File: config.mk
export PLATFORM = sky130hd
export DESIGN_NAME = ogg_page_deframer_top
export DESIGN_NICKNAME = d
export VERILOG_FILES = /design/src/opd_pkg.sv /design/src/opd_front.sv /design/src/opd_queue.sv /design/src/opd_back.sv /design/src/ogg_page_deframer_top.sv
export VERILOG_INCLUDE_DIRS = /design/src /design/src/src
export SDC_FILE = /design/constraint.sdc
export NUM_CORES = 1
export LEC_CHECK = 0
export BUFFER_PORTS_ARGS = -buffer_cell sky130_fd_sc_hd__buf_4
export CAP_MARGIN = 20
export CORE_UTILIZATION = 45
export DETAILED_ROUTE_END_ITERATION = 12
export HOLD_SLACK_MARGIN = 0.06
export SYNTH_ARGS = -nofsm -noshare
export SYNTH_HDL_FRONTEND = slang
export SYNTH_SLANG_ARGS = --single-unit
File: constraint.sdc
create_clock -name clk_i -period 9.85 [get_ports clk_i]
set_input_delay 1.4775 -clock clk_i [delete_from_list [all_inputs] [get_ports clk_i]]
set_output_delay 1.4775 -clock clk_i [all_outputs]
set_load 0.05 [all_outputs]
File: src/ogg_page_deframer_top_defines.svh
// Assertion helpers shared by the deframer; clocked on clk_i, off during reset.
`ifndef OGG_PAGE_DEFRAMER_TOP_DEFINES_SVH
`define OGG_PAGE_DEFRAMER_TOP_DEFINES_SVH

// Same-cycle implication.
`define OPD_ASSERT_NOW(lbl, ante, cons) \
  lbl: assert property (@(posedge clk_i) disable iff (!rst_ni) (ante) |-> (cons)) \
    else $error("deframer check failed");

// Next-cycle implication.
`define OPD_ASSERT_NEXT(lbl, ante, cons) \
  lbl: assert property (@(posedge clk_i) disable iff (!rst_ni) (ante) |=> (cons)) \
    else $error("deframer check failed");

`endif

File: src/opd_pkg.sv
package opd_pkg;

  typedef enum logic [3:0] {
    PH_HUNT    = 4'b0001,
    PH_HEADER  = 4'b0010,
    PH_SEGS    = 4'b0100,
    PH_PAYLOAD = 4'b1000
  } phase_e;

  localparam logic [7:0] CAP_O = 8'h4F;
  localparam logic [7:0] CAP_G = 8'h67;
  localparam logic [7:0] CAP_S = 8'h53;

  localparam logic [4:0] HDR_FIRST_POS = 5'd4;
  localparam logic [4:0] TYPE_POS      = 5'd5;
  localparam logic [4:0] SERIAL_POS    = 5'd14;
  localparam logic [4:0] SEG_COUNT_POS = 5'd26;
  localparam logic [7:0] FLAG_BOS      = 8'h02;
  localparam logic [7:0] FLAG_EOS      = 8'h04;

  // Work item handed from the parser to the output side.
  typedef struct packed {
    logic        is_pattern;
    logic [7:0]  data;
    logic        page_end;
    logic [31:0] serial;
    logic        bos;
    logic        eos;
  } entry_t;

  typedef struct packed {
    logic full;
    logic empty;
  } qstat_t;

  function automatic logic [7:0] capture_byte(input logic [1:0] idx);
    logic [7:0] r;
    case (idx)
      2'd0:    r = CAP_O;
      2'd1:    r = CAP_G;
      2'd2:    r = CAP_G;
      default: r = CAP_S;
    endcase
    return r;
  endfunction

endpackage

File: src/opd_front.sv
module opd_front (
  input  logic            clk_i,
  input  logic            rst_ni,
  input  logic            accept_i,
  input  logic [7:0]      data_byte_i,
  output logic            push_o,
  output opd_pkg::entry_t entry_o
);

  opd_pkg::phase_e phase_q, phase_d;
  logic [2:0]  pm_q, pm_d;
  logic [4:0]  hpos_q, hpos_d;
  logic [7:0]  segleft_q, segleft_d;
  logic [15:0] payload_q, payload_d;
  logic [31:0] serial_q, serial_d;
  logic [1:0]  flags_q, flags_d;

  logic [15:0] pay_sum;
  logic [15:0] pay_dec;
  logic [7:0]  seg_dec;
  logic [4:0]  lane_off;
  logic        page_end;

  assign pay_sum  = payload_q + {8'd0, data_byte_i};
  assign pay_dec  = (payload_q != 16'd0) ? payload_q - 16'd1 : payload_q;
  assign seg_dec  = (segleft_q != 8'd0) ? segleft_q - 8'd1 : segleft_q;
  assign lane_off = hpos_q - opd_pkg::SERIAL_POS;

  always_comb begin
    phase_d   = phase_q;
    pm_d      = pm_q;
    hpos_d    = hpos_q;
    segleft_d = segleft_q;
    payload_d = payload_q;
    serial_d  = serial_q;
    flags_d   = flags_q;
    push_o    = 1'b0;
    page_end  = 1'b0;
    entry_o   = '0;
    if (accept_i) begin
      case (phase_q)
        opd_pkg::PH_HUNT: begin
          if (data_byte_i == opd_pkg::capture_byte(pm_q[1:0])) begin
            if (pm_q == 3'd3) begin
              pm_d     = 3'd0;
              serial_d = 32'd0;
              flags_d  = 2'd0;
              hpos_d   = opd_pkg::HDR_FIRST_POS;
              phase_d  = opd_pkg::PH_HEADER;
              push_o   = 1'b1;
            end else begin
              pm_d = pm_q + 3'd1;
            end
          end else begin
            pm_d = (data_byte_i == opd_pkg::CAP_O) ? 3'd1 : 3'd0;
          end
        end
        opd_pkg::PH_HEADER: begin
          push_o = 1'b1;
          if (hpos_q == opd_pkg::TYPE_POS) begin
            flags_d = {|(data_byte_i & opd_pkg::FLAG_EOS), |(data_byte_i & opd_pkg::FLAG_BOS)};
          end
          if (hpos_q inside {[opd_pkg::SERIAL_POS:opd_pkg::SERIAL_POS + 5'd3]}) begin
            serial_d[{lane_off[1:0], 3'b000} +: 8] =
              serial_q[{lane_off[1:0], 3'b000} +: 8] | data_byte_i;
          end
          if (hpos_q >= opd_pkg::SEG_COUNT_POS) begin
            segleft_d = data_byte_i;
            payload_d = 16'd0;
            hpos_d    = 5'd0;
            if (data_byte_i == 8'd0) begin
              page_end = 1'b1;
              phase_d  = opd_pkg::PH_HUNT;
            end else begin
              phase_d = opd_pkg::PH_SEGS;
            end
          end else begin
            hpos_d = hpos_q + 5'd1;
          end
        end
        opd_pkg::PH_SEGS: begin
          push_o    = 1'b1;
          payload_d = pay_sum;
          segleft_d = seg_dec;
          if (seg_dec == 8'd0) begin
            if (pay_sum == 16'd0) begin
              page_end = 1'b1;
              phase_d  = opd_pkg::PH_HUNT;
            end else begin
              phase_d = opd_pkg::PH_PAYLOAD;
            end
          end
        end
        opd_pkg::PH_PAYLOAD: begin
          push_o    = 1'b1;
          payload_d = pay_dec;
          if (pay_dec == 16'd0) begin
            page_end = 1'b1;
            phase_d  = opd_pkg::PH_HUNT;
          end
        end
        default: begin
          phase_d = opd_pkg::PH_HUNT;
        end
      endcase
    end
    entry_o.is_pattern = (phase_q == opd_pkg::PH_HUNT);
    entry_o.data       = data_byte_i;
    entry_o.page_end   = page_end;
    entry_o.serial     = page_end ? serial_d : 32'd0;
    entry_o.bos        = page_end & flags_d[0];
    entry_o.eos        = page_end & flags_d[1];
  end

  always_ff @(posedge clk_i or negedge rst_ni) begin
    if (!rst_ni) begin
      phase_q   <= opd_pkg::PH_HUNT;
      pm_q      <= 3'd0;
      hpos_q    <= 5'd0;
      segleft_q <= 8'd0;
      payload_q <= 16'd0;
      serial_q  <= 32'd0;
      flags_q   <= 2'd0;
    end else begin
      phase_q   <= phase_d;
      pm_q      <= pm_d;
      hpos_q    <= hpos_d;
      segleft_q <= segleft_d;
      payload_q <= payload_d;
      serial_q  <= serial_d;
      flags_q   <= flags_d;
    end
  end

endmodule

File: src/opd_queue.sv
module opd_queue #(
  parameter int unsigned Depth = 4
) (
  input  logic            clk_i,
  input  logic            rst_ni,
  input  logic            push_i,
  input  opd_pkg::entry_t entry_i,
  input  logic            pop_i,
  output opd_pkg::entry_t head_o,
  output opd_pkg::qstat_t status_o
);

  localparam int unsigned PtrW = (Depth > 1) ? $clog2(Depth) : 1;
  localparam int unsigned CntW = $clog2(Depth + 1);
  localparam logic [PtrW-1:0] LastPtr = PtrW'(Depth - 1);
  localparam logic [CntW-1:0] FullCnt = CntW'(Depth);

  opd_pkg::entry_t mem_q [Depth];
  logic [PtrW-1:0] wptr_q, rptr_q;
  logic [CntW-1:0] cnt_q, cnt_d;
  logic            do_push, do_pop;

  assign status_o.full  = (cnt_q == FullCnt);
  assign status_o.empty = (cnt_q == '0);
  assign do_push = push_i && !status_o.full;
  assign do_pop  = pop_i && !status_o.empty;
  assign head_o  = mem_q[rptr_q];

  always_comb begin
    cnt_d = cnt_q;
    if (do_push && !do_pop) begin
      cnt_d = cnt_q + CntW'(1);
    end else if (do_pop && !do_push) begin
      cnt_d = cnt_q - CntW'(1);
    end
  end

  always_ff @(posedge clk_i) begin
    if (do_push) begin
      mem_q[wptr_q] <= entry_i;
    end
  end

  always_ff @(posedge clk_i or negedge rst_ni) begin
    if (!rst_ni) begin
      wptr_q <= '0;
      rptr_q <= '0;
      cnt_q  <= '0;
    end else begin
      cnt_q <= cnt_d;
      if (do_push) begin
        wptr_q <= (wptr_q == LastPtr) ? '0 : wptr_q + PtrW'(1);
      end
      if (do_pop) begin
        rptr_q <= (rptr_q == LastPtr) ? '0 : rptr_q + PtrW'(1);
      end
    end
  end

endmodule

File: src/opd_back.sv
module opd_back (
  input  logic            clk_i,
  input  logic            rst_ni,
  input  opd_pkg::entry_t head_i,
  input  opd_pkg::qstat_t qstat_i,
  output logic            pop_o,
  output logic            out_valid_o,
  input  logic            out_stall_i,
  output logic [7:0]      out_byte_o,
  output logic            page_start_o,
  output logic            page_end_o,
  output logic [31:0]     stream_serial_o,
  output logic            begins_stream_o,
  output logic            ends_stream_o,
  output logic            run_last_o
);

  logic [1:0]  beat_q, beat_d;
  logic        valid_q;
  logic        load;
  logic        last_beat;
  logic [7:0]  byte_q;
  logic        start_q, end_q, bos_q, eos_q, last_q;
  logic [31:0] serial_q;

  // Refill the output register when it is empty or being taken.
  assign load      = !qstat_i.empty && (!valid_q || !out_stall_i);
  assign last_beat = !head_i.is_pattern || (beat_q == 2'd3);
  assign pop_o     = load && last_beat;

  always_comb begin
    beat_d = beat_q;
    if (load) begin
      beat_d = last_beat ? 2'd0 : beat_q + 2'd1;
    end
  end

  always_ff @(posedge clk_i or negedge rst_ni) begin
    if (!rst_ni) begin
      valid_q <= 1'b0;
      beat_q  <= 2'd0;
    end else begin
      beat_q <= beat_d;
      if (load) begin
        valid_q <= 1'b1;
      end else if (!out_stall_i) begin
        valid_q <= 1'b0;
      end
    end
  end

  always_ff @(posedge clk_i) begin
    if (load) begin
      if (head_i.is_pattern) begin
        byte_q   <= opd_pkg::capture_byte(beat_q);
        start_q  <= (beat_q == 2'd0);
        end_q    <= 1'b0;
        serial_q <= 32'd0;
        bos_q    <= 1'b0;
        eos_q    <= 1'b0;
      end else begin
        byte_q   <= head_i.data;
        start_q  <= 1'b0;
        end_q    <= head_i.page_end;
        serial_q <= head_i.serial;
        bos_q    <= head_i.bos;
        eos_q    <= head_i.eos;
      end
      last_q <= last_beat;
    end
  end

  assign out_valid_o     = valid_q;
  assign out_byte_o      = byte_q;
  assign page_start_o    = start_q;
  assign page_end_o      = end_q;
  assign stream_serial_o = serial_q;
  assign begins_stream_o = bos_q;
  assign ends_stream_o   = eos_q;
  assign run_last_o      = last_q;

endmodule

File: src/ogg_page_deframer_top.sv
// Ogg page deframer. Takes one stream byte per beat, drops bytes until the
// capture pattern "OggS" is seen, then emits the page: the four pattern bytes
// (page_start on the O), the rest of the header, the segment table and the
// payload. The beat carrying a page's last byte has page_end set along with the
// serial number and the begin/end of stream flags. Throughput is one input byte
// per cycle while in_stall_o is low; the byte that completes the pattern yields
// four output beats, which the output side drains while the parser keeps taking
// bytes into a QDepth-entry queue. in_stall_o rises only while that queue is
// full. An accepted byte passes through the queue and then the output register.
// No CRC or version check is made.
`include "ogg_page_deframer_top_defines.svh"

module ogg_page_deframer_top #(
  parameter int unsigned QDepth = 5
) (
  input  logic        clk_i,
  input  logic        rst_ni,
  input  logic        in_valid_i,
  output logic        in_stall_o,
  input  logic [7:0]  data_byte_i,
  output logic        out_valid_o,
  input  logic        out_stall_i,
  output logic [7:0]  out_byte_o,
  output logic        page_start_o,
  output logic        page_end_o,
  output logic [31:0] stream_serial_o,
  output logic        begins_stream_o,
  output logic        ends_stream_o,
  output logic        run_last_o
);

  opd_pkg::entry_t push_entry;
  opd_pkg::entry_t head;
  opd_pkg::qstat_t qstat;
  logic            accept;
  logic            push;
  logic            pop;

  assign in_stall_o = qstat.full;
  assign accept     = in_valid_i && !in_stall_o;

  opd_front u_front (
    .clk_i       (clk_i),
    .rst_ni      (rst_ni),
    .accept_i    (accept),
    .data_byte_i (data_byte_i),
    .push_o      (push),
    .entry_o     (push_entry)
  );

  opd_queue #(
    .Depth (QDepth)
  ) u_queue (
    .clk_i    (clk_i),
    .rst_ni   (rst_ni),
    .push_i   (push),
    .entry_i  (push_entry),
    .pop_i    (pop),
    .head_o   (head),
    .status_o (qstat)
  );

  opd_back u_back (
    .clk_i           (clk_i),
    .rst_ni          (rst_ni),
    .head_i          (head),
    .qstat_i         (qstat),
    .pop_o           (pop),
    .out_valid_o     (out_valid_o),
    .out_stall_i     (out_stall_i),
    .out_byte_o      (out_byte_o),
    .page_start_o    (page_start_o),
    .page_end_o      (page_end_o),
    .stream_serial_o (stream_serial_o),
    .begins_stream_o (begins_stream_o),
    .ends_stream_o   (ends_stream_o),
    .run_last_o      (run_last_o)
  );

  `OPD_ASSERT_NOW(a_start_is_o, out_valid_o && page_start_o, out_byte_o == opd_pkg::CAP_O)
  `OPD_ASSERT_NOW(a_start_not_last, out_valid_o && page_start_o, !run_last_o && !page_end_o)
  `OPD_ASSERT_NOW(a_end_is_last, out_valid_o && page_end_o, run_last_o)
  `OPD_ASSERT_NOW(a_no_push_full, push, !qstat.full)
  `OPD_ASSERT_NEXT(a_pop_fills_out, pop, out_valid_o)

endmodule

# --- Word-level counts from Yosys, hierarchy flattened ---
# Memories as Yosys holds them, arrays and structs flattened.
# Cells that the tools add are included.
totals:
  register_bits: 127
  output_inout_bits: 47
  wordCells: 159
  inputBits: 12
  ramBits: 220
  memories: 1
mem_list:
  columns: ["name", "words", "width", "rd", "rd_ports_with_merged_regs", "wr", "line_no", "text"]
  rows:
  - ["u_queue.mem_q", 5, 44, 1, 0, 1, "opd_queue.sv:18", "opd_pkg::entry_t mem_q [Depth];"]
classes:
  n_reduce_logical: 38
  bitwise: 3
  eq_ne: 22
  n_lt_le_gt_ge: 3
  mux: 58
  shifts: 3
  addsub: 12
op_table:
  columns: ["op", "n"]
  rows:
  - ["32-bit two-way mux", 5]
  - ["32-bit case mux with 2 select lines", 1]
  - ["16-bit case mux with 3 select lines", 1]
  - ["8-bit two-way mux", 5]
  - ["32-bit bitwise mux", 1]
  - ["16-bit zero test", 2]
  - ["16-bit two-way mux", 2]
  - ["8-bit by 7-bit variable shift with 32-bit output, first input constant", 1]
  - ["32-bit by 6-bit variable part select with 8-bit output", 1]
  - ["8-bit by 7-bit variable part select with 32-bit output", 1]
  - ["4-bit two-way mux", 6]
  - ["6-bit case mux with 2 select lines", 2]
  - ["3-bit two-way mux", 7]
  - ["16-bit by 8-bit adder with 16-bit output", 1]
  - ["8-bit zero test", 2]
  - ["4-bit case mux with 4 select lines", 1]
  - ["8-bit case mux with 2 select lines", 1]
  - ["16-bit nonzero test", 1]
  - ["16-bit by 1-bit subtractor with 16-bit output, second input constant", 1]
  - ["5-bit two-way mux", 3]
  - ["1-bit two-way mux", 14]
  - ["3-bit by 1-bit adder with 3-bit output, second input constant", 4]
  - ["2-bit two-way mux", 5]
  - ["5-bit case mux with 2 select lines", 1]
  - ["41 further kinds", 70]

# --- Logic depth before layout (Yosys ltp) ---
depth:
  ltp_word: 14
  depth_mapped: 13
  mapped_depth_nobuf: 13

# --- Cells and area by module ---
# Synthesis repeated with hierarchy kept, for this count alone.
hier_totals:
  hier_cells: 1252
  area_unflattened_um2: 16708.5
modules_own_cells:
  columns: ["module", "cells_each", "area_per_inst_um2", "instances"]
  rows:
  - ["opd_queue", 523, 9446.6, 1]
  - ["opd_front", 616, 5395.2, 1]
  - ["opd_back", 112, 1853.0, 1]
  - ["ogg_page_deframer_top", 1, 13.8, 1]

# --- Worst setup path after synthesis ---
# Ideal clock, no wire load.
synth_path:
  path_kind: "in2reg"
  from: "input port data_byte_i[7]"
  to: "memory u_queue.mem_q[4][0] (netlist bit) (enable)"
  arrival_ps: 7082
  path_buffers: 0
  stages: 5
  setup_ps: 570
  setup_slack_ps: 2197
  cell_sequence: "and4b_1 > o2111ai_1 > or2_2 > o21a_1 > nor4b_1"
synth_via:
  elab_chain_cells: 7
synth_lines:
  columns: ["item", "line_no", "text"]
  rows:
  - ["start, declared", "ogg_page_deframer_top.sv:20", "input logic [7:0] data_byte_i,"]
  - ["8-bit equality test", "opd_front.sv:43", "if (data_byte_i == opd_pkg::capture_byte(pm_q[1:0])) begin"]
  - ["1-bit two-way mux", "opd_front.sv:43", null]
  - ["1-bit case mux with 2 select lines", "opd_front.sv:41", "case (phase_q)"]
  - ["1-bit two-way mux", "opd_front.sv:40", "if (accept_i) begin"]
  - ["1-bit logical AND", "opd_queue.sv:25", "assign do_push = push_i && !status_o.full;"]
  - ["1-bit two-way mux", "opd_queue.sv:39", "if (do_push) begin"]
  - ["1-bit two-way mux (implied by the code)", "opd_queue.sv:40", "mem_q[wptr_q] <= entry_i;"]
  - ["end, declared", "opd_queue.sv:18", null]
# No other way between the ends.

==> flow_summary_export.csv <==
group,metric,value,unit
clock_network,numCtsBuffers,38,
power_and_ir_drop,pwr-share-clk,0.259,
setup_path,reg2reg_to,"u_queue.mem_q[2][18]",
synthesis,yosys.area.top_type,"edfxtp_1",
placed_design,place_area,0.01665,sq mm
timing,setup_viol,0,
clock_network,clk_pin_slew,60,ps
clock_network,clock_sinks,347,
synthesis,syn_area,0.01573,sq mm
min_path,hp-class,"flop to flop",
synthesis,synth_edf_count,265,
synthesis,yosys_warnings,0,
floorplanning,rows,68,
routing,wirelength,35210,microns
setup_path,rr_worst_depth,10,
clock_network,ctsHoldBuffers,0,
setup_path,required,10090,ps
setup_path,slowest_stage,"a211oi_1",
finish,syn_to_final_growth,13.53,%
synthesis,synth_common_cells,"edfxtp_1, nor2_1, dfrtp_1, nand2_1",
synthesis,netlist_instances,1106,
clock_network,cts-htree-levels,2,
placed_design,place_congestion,0.8635,
finish,regArea,0.01001,sq mm
placed_design,hpwl,21690,microns
routing,postRouteAntennaNets,0,
routing,first_pass_iters,4,
timing,finalCritPeriodShare,0.4703,
finish,layout.cells.non_filler,1652,
clock_network,clockBufferDepth,3,
synthesis,synth_top_area_share,0.5060,
routing,dr.max_layer_used,"met4",
global_route,grt_pass1_wl,56360,microns
global_route,grt.total_usage,0.2036,
power_and_ir_drop,p_int,3.325,mW
power_and_ir_drop,p_comb_frac,0.356,
run,drv_cap,0,
power_and_ir_drop,swShare,0.3663,
setup_path,critPathMaxStageDelay,580,ps
finish,multi_input_area,0.005354,sq mm
synthesis,ys.flop_type,"edfxtp_1",
clock_network,cts_tree,"built",
synthesis,async_flop_share,0.2363,
routing,wl_per_cell,21.32,microns
finish,fin_area,0.01785,sq mm
power_and_ir_drop,switching_power,1.923,mW
clock_network,cts-root-buf,"clkbuf_16",
synthesis,yosysMostFrequentCell,"edfxtp_1",
global_route,grt_max_degree,52,
floorplanning,die_w,188.9,microns
synthesis,ys_types,86,
routing,vias,9652,
power_and_ir_drop,power.density,294.0,mW/mm^2
finish,drive_gt1_frac,0.2080,
clock_network,cts_resized,0,
timing,finClkSkew,16.93,ps
routing,route.detailed.drc,0,
outcome,outcome,"complete, no violations",
routing,drt_iter0_drc,698,
placed_design,port_buffers,58,
floorplanning,pin_count,59,
floorplanning,die_y,188.9,microns
synthesis,yosysSeqAreaShare,0.6366,
floorplanning,dieArea,0.03570,sq mm
placed_design,dp.cells,1583,
synthesis,yosys_register_bits,347,
timing,rsz0062_at_grt,"no",
timing,worst_pin_slew,984.1,ps
power_and_ir_drop,p_seq_frac,0.385,
power_and_ir_drop,max-vdd-ir-drop,0.1667,mV
global_route,antenna_found_initial,0,
timing,whs,498.6,ps
min_path,min_to,"u_front.pm_q[2]",
power_and_ir_drop,power_leakage,6.356,nW
min_path,hold_depth,1,
finish,nFillCells,2893,
timing,fin_crit,4632,ps
synthesis,postSynthAreaPerCell,14.22,sq um
setup_path,path_common_cell,"buf_4",
setup_path,r2r_slack,5880,ps
timing,slew_violations,0,
routing,met2_length,17220,microns
floorplanning,start_util,0.4564,
routing,via_per_inst,5.843,
setup_path,critPathArrivalTime,4870,ps
setup_path,crit_type,"input pin to flop",
timing,fin_setup_tns,0,ps
clock_network,clock_latency,520,ps
synthesis,synthesis.nets,1146,
timing,fmax,215.9,MHz
finish,num-nets-final,1208,
min_path,min_from,"u_front.pm_q[2]",
routing,wl_met1,15850,microns
setup_path,critPathCaptureType,"flop",
timing,hold_viol,0,
global_route,grt_pass1_vias,9902,
clock_network,post_cts_buffers,0,
routing,route.met3.wl,1410,microns
setup_path,r2r-start,"u_front.payload_q[0]",
setup_path,cp_max_fo,35,
finish,num_antenna_cells,0,
global_route,grt_overflow,0,
synthesis,synth_area_leaders,"edfxtp_1, dfrtp_1, mux4_2, mux2i_1, nor2_1",
setup_path,start_kind,"input pin",
timing,max-slew-margin-rel,0.3439,
setup_path,cp_cell_sequence,"buf_4 -> ha_1 -> fa_1 -> a21o_1 -> a221oi_2 -> o21a_1 -> mux2i_1 -> nor4_2 -> nand4_2 -> buf_4 -> a211oi_1",
floorplanning,core,0.03446,sq mm
kinds of logic (layout without fill, tap and decap cells):
group,Yosys count,count (layout),share of synthesized area
AOI/OAI and AO/OA,251,251,0.1162
xor gates and xnor gates,14,14,0.007798
adders and majority gates,28,28,0.02323
buffers and inverters,90,181,0.02626
DFF,347,347,0.6366
muxes,97,97,0.1034
and+or+nand+nor,279,279,0.08641
state kept, by name (all words and copies together), names as in the netlist, 2 cells and up:
| name | cells |
|---|---|
| u_queue.mem_q | 220 |
| u_back.stream_serial_o | 32 |
| u_front.serial_q | 32 |
| u_front.payload_q | 16 |
| u_back.out_byte_o | 8 |
| u_front.segleft_q | 8 |
| u_front.hpos_q | 5 |
| u_front.phase_q | 4 |
| u_front.pm_q | 3 |
| u_queue.cnt_q | 3 |
| u_queue.rptr_q | 3 |
| u_queue.wptr_q | 3 |
| u_back.beat_q | 2 |
| u_front.flags_q | 2 |
stage by stage:
stage / util / power (mW) / worst slack [ps]
floorplan: - / 3.429 / 2197
global placement: 0.4832 / 3.915 / 4886
detailed placement: 0.4832 / 3.930 / 4731
CTS: 0.5181 / 5.298 / 5273
global route: 0.5181 / 5.535 / 4998
finish: 0.5181 / 5.248 / 5218
worst max-delay path, delay by kind of cell:
kind / cells / cell delay (ps)
muxes: 1 / 130
AOI/OAI and AO/OA: 4 / 1500
adders and majority gates: 2 / 660
and+or+nand+nor: 2 / 570
buffers and inverters: 2 / 480
power by group through the flow:
stage	clock (mW)	sequential (mW)	combinational, mW
floorplan	0	2.31	1.12
global placement	0	2.04	1.87
detailed placement	0	2.05	1.88
CTS	1.39	2.02	1.89
global route	1.45	2.05	2.04
finish	1.36	2.02	1.87
routing by layer:
layer / GRT usage / vias up
met2: 0.3404 / 232
met4: 0.05676 / 0
met5: 0 / -
met1: 0.2797 / 4911
li1: - / 4452
met3: 0.02762 / 57
worst max path at each step:
stage	from	endpoint	slack (ps)
global placement	data_byte_i[0]	u_queue.mem_q[1][20]	4890
finish	data_byte_i[0]	u_queue.mem_q[2][18]	5220
CTS	data_byte_i[0]	u_queue.mem_q[2][18]	5270
floorplan	data_byte_i[7]	u_queue.mem_q[4][0]	2200
detailed placement	data_byte_i[0]	u_queue.mem_q[4][18]	4730
global route	data_byte_i[0]	u_queue.mem_q[2][18]	5000
cell usage in the layout, fill, tap and decap left out, types with 5 or more instances in the layout:
| cell | instances |
|---|---|
| xor2_1 | 9 |
| a22oi_1 | 6 |
| a31oi_1 | 5 |
| mux2i_1 | 41 |
| o31ai_1 | 7 |
| nor4_1 | 9 |
| clkbuf_8 | 6 |
| ha_1 | 26 |
| a21o_1 | 7 |
| clkbuf_1 | 8 |
| nor2_1 | 89 |
| o2bb2ai_1 | 30 |
| a21oi_2 | 31 |
| dfrtp_1 | 78 |
| clkinv_2 | 6 |
| buf_4 | 78 |
| nor2b_1 | 8 |
| clkinv_1 | 5 |
| nand2_1 | 81 |
| mux4_2 | 52 |
| clkbuf_16 | 39 |
| nand3_1 | 21 |
| o21a_1 | 7 |
| a21oi_1 | 31 |
| o21ai_0 | 52 |
| nor3_1 | 12 |
| and3_1 | 7 |
| a22o_1 | 5 |
| a211oi_1 | 14 |
| xnor2_1 | 5 |
| edfxtp_1 | 265 |
| inv_1 | 33 |
| nand4_1 | 9 |
cell type report:
cell class	instances	area share
clock buffer	53	0.06098
timing repair buffer	78	0.03280
inverter	34	0.007149
tap	455	0.03189
sequential	347	0.5610
clock inverter	16	0.006308
multi-input combinational	669	0.2999
Power figures use the tool's default switching activity.
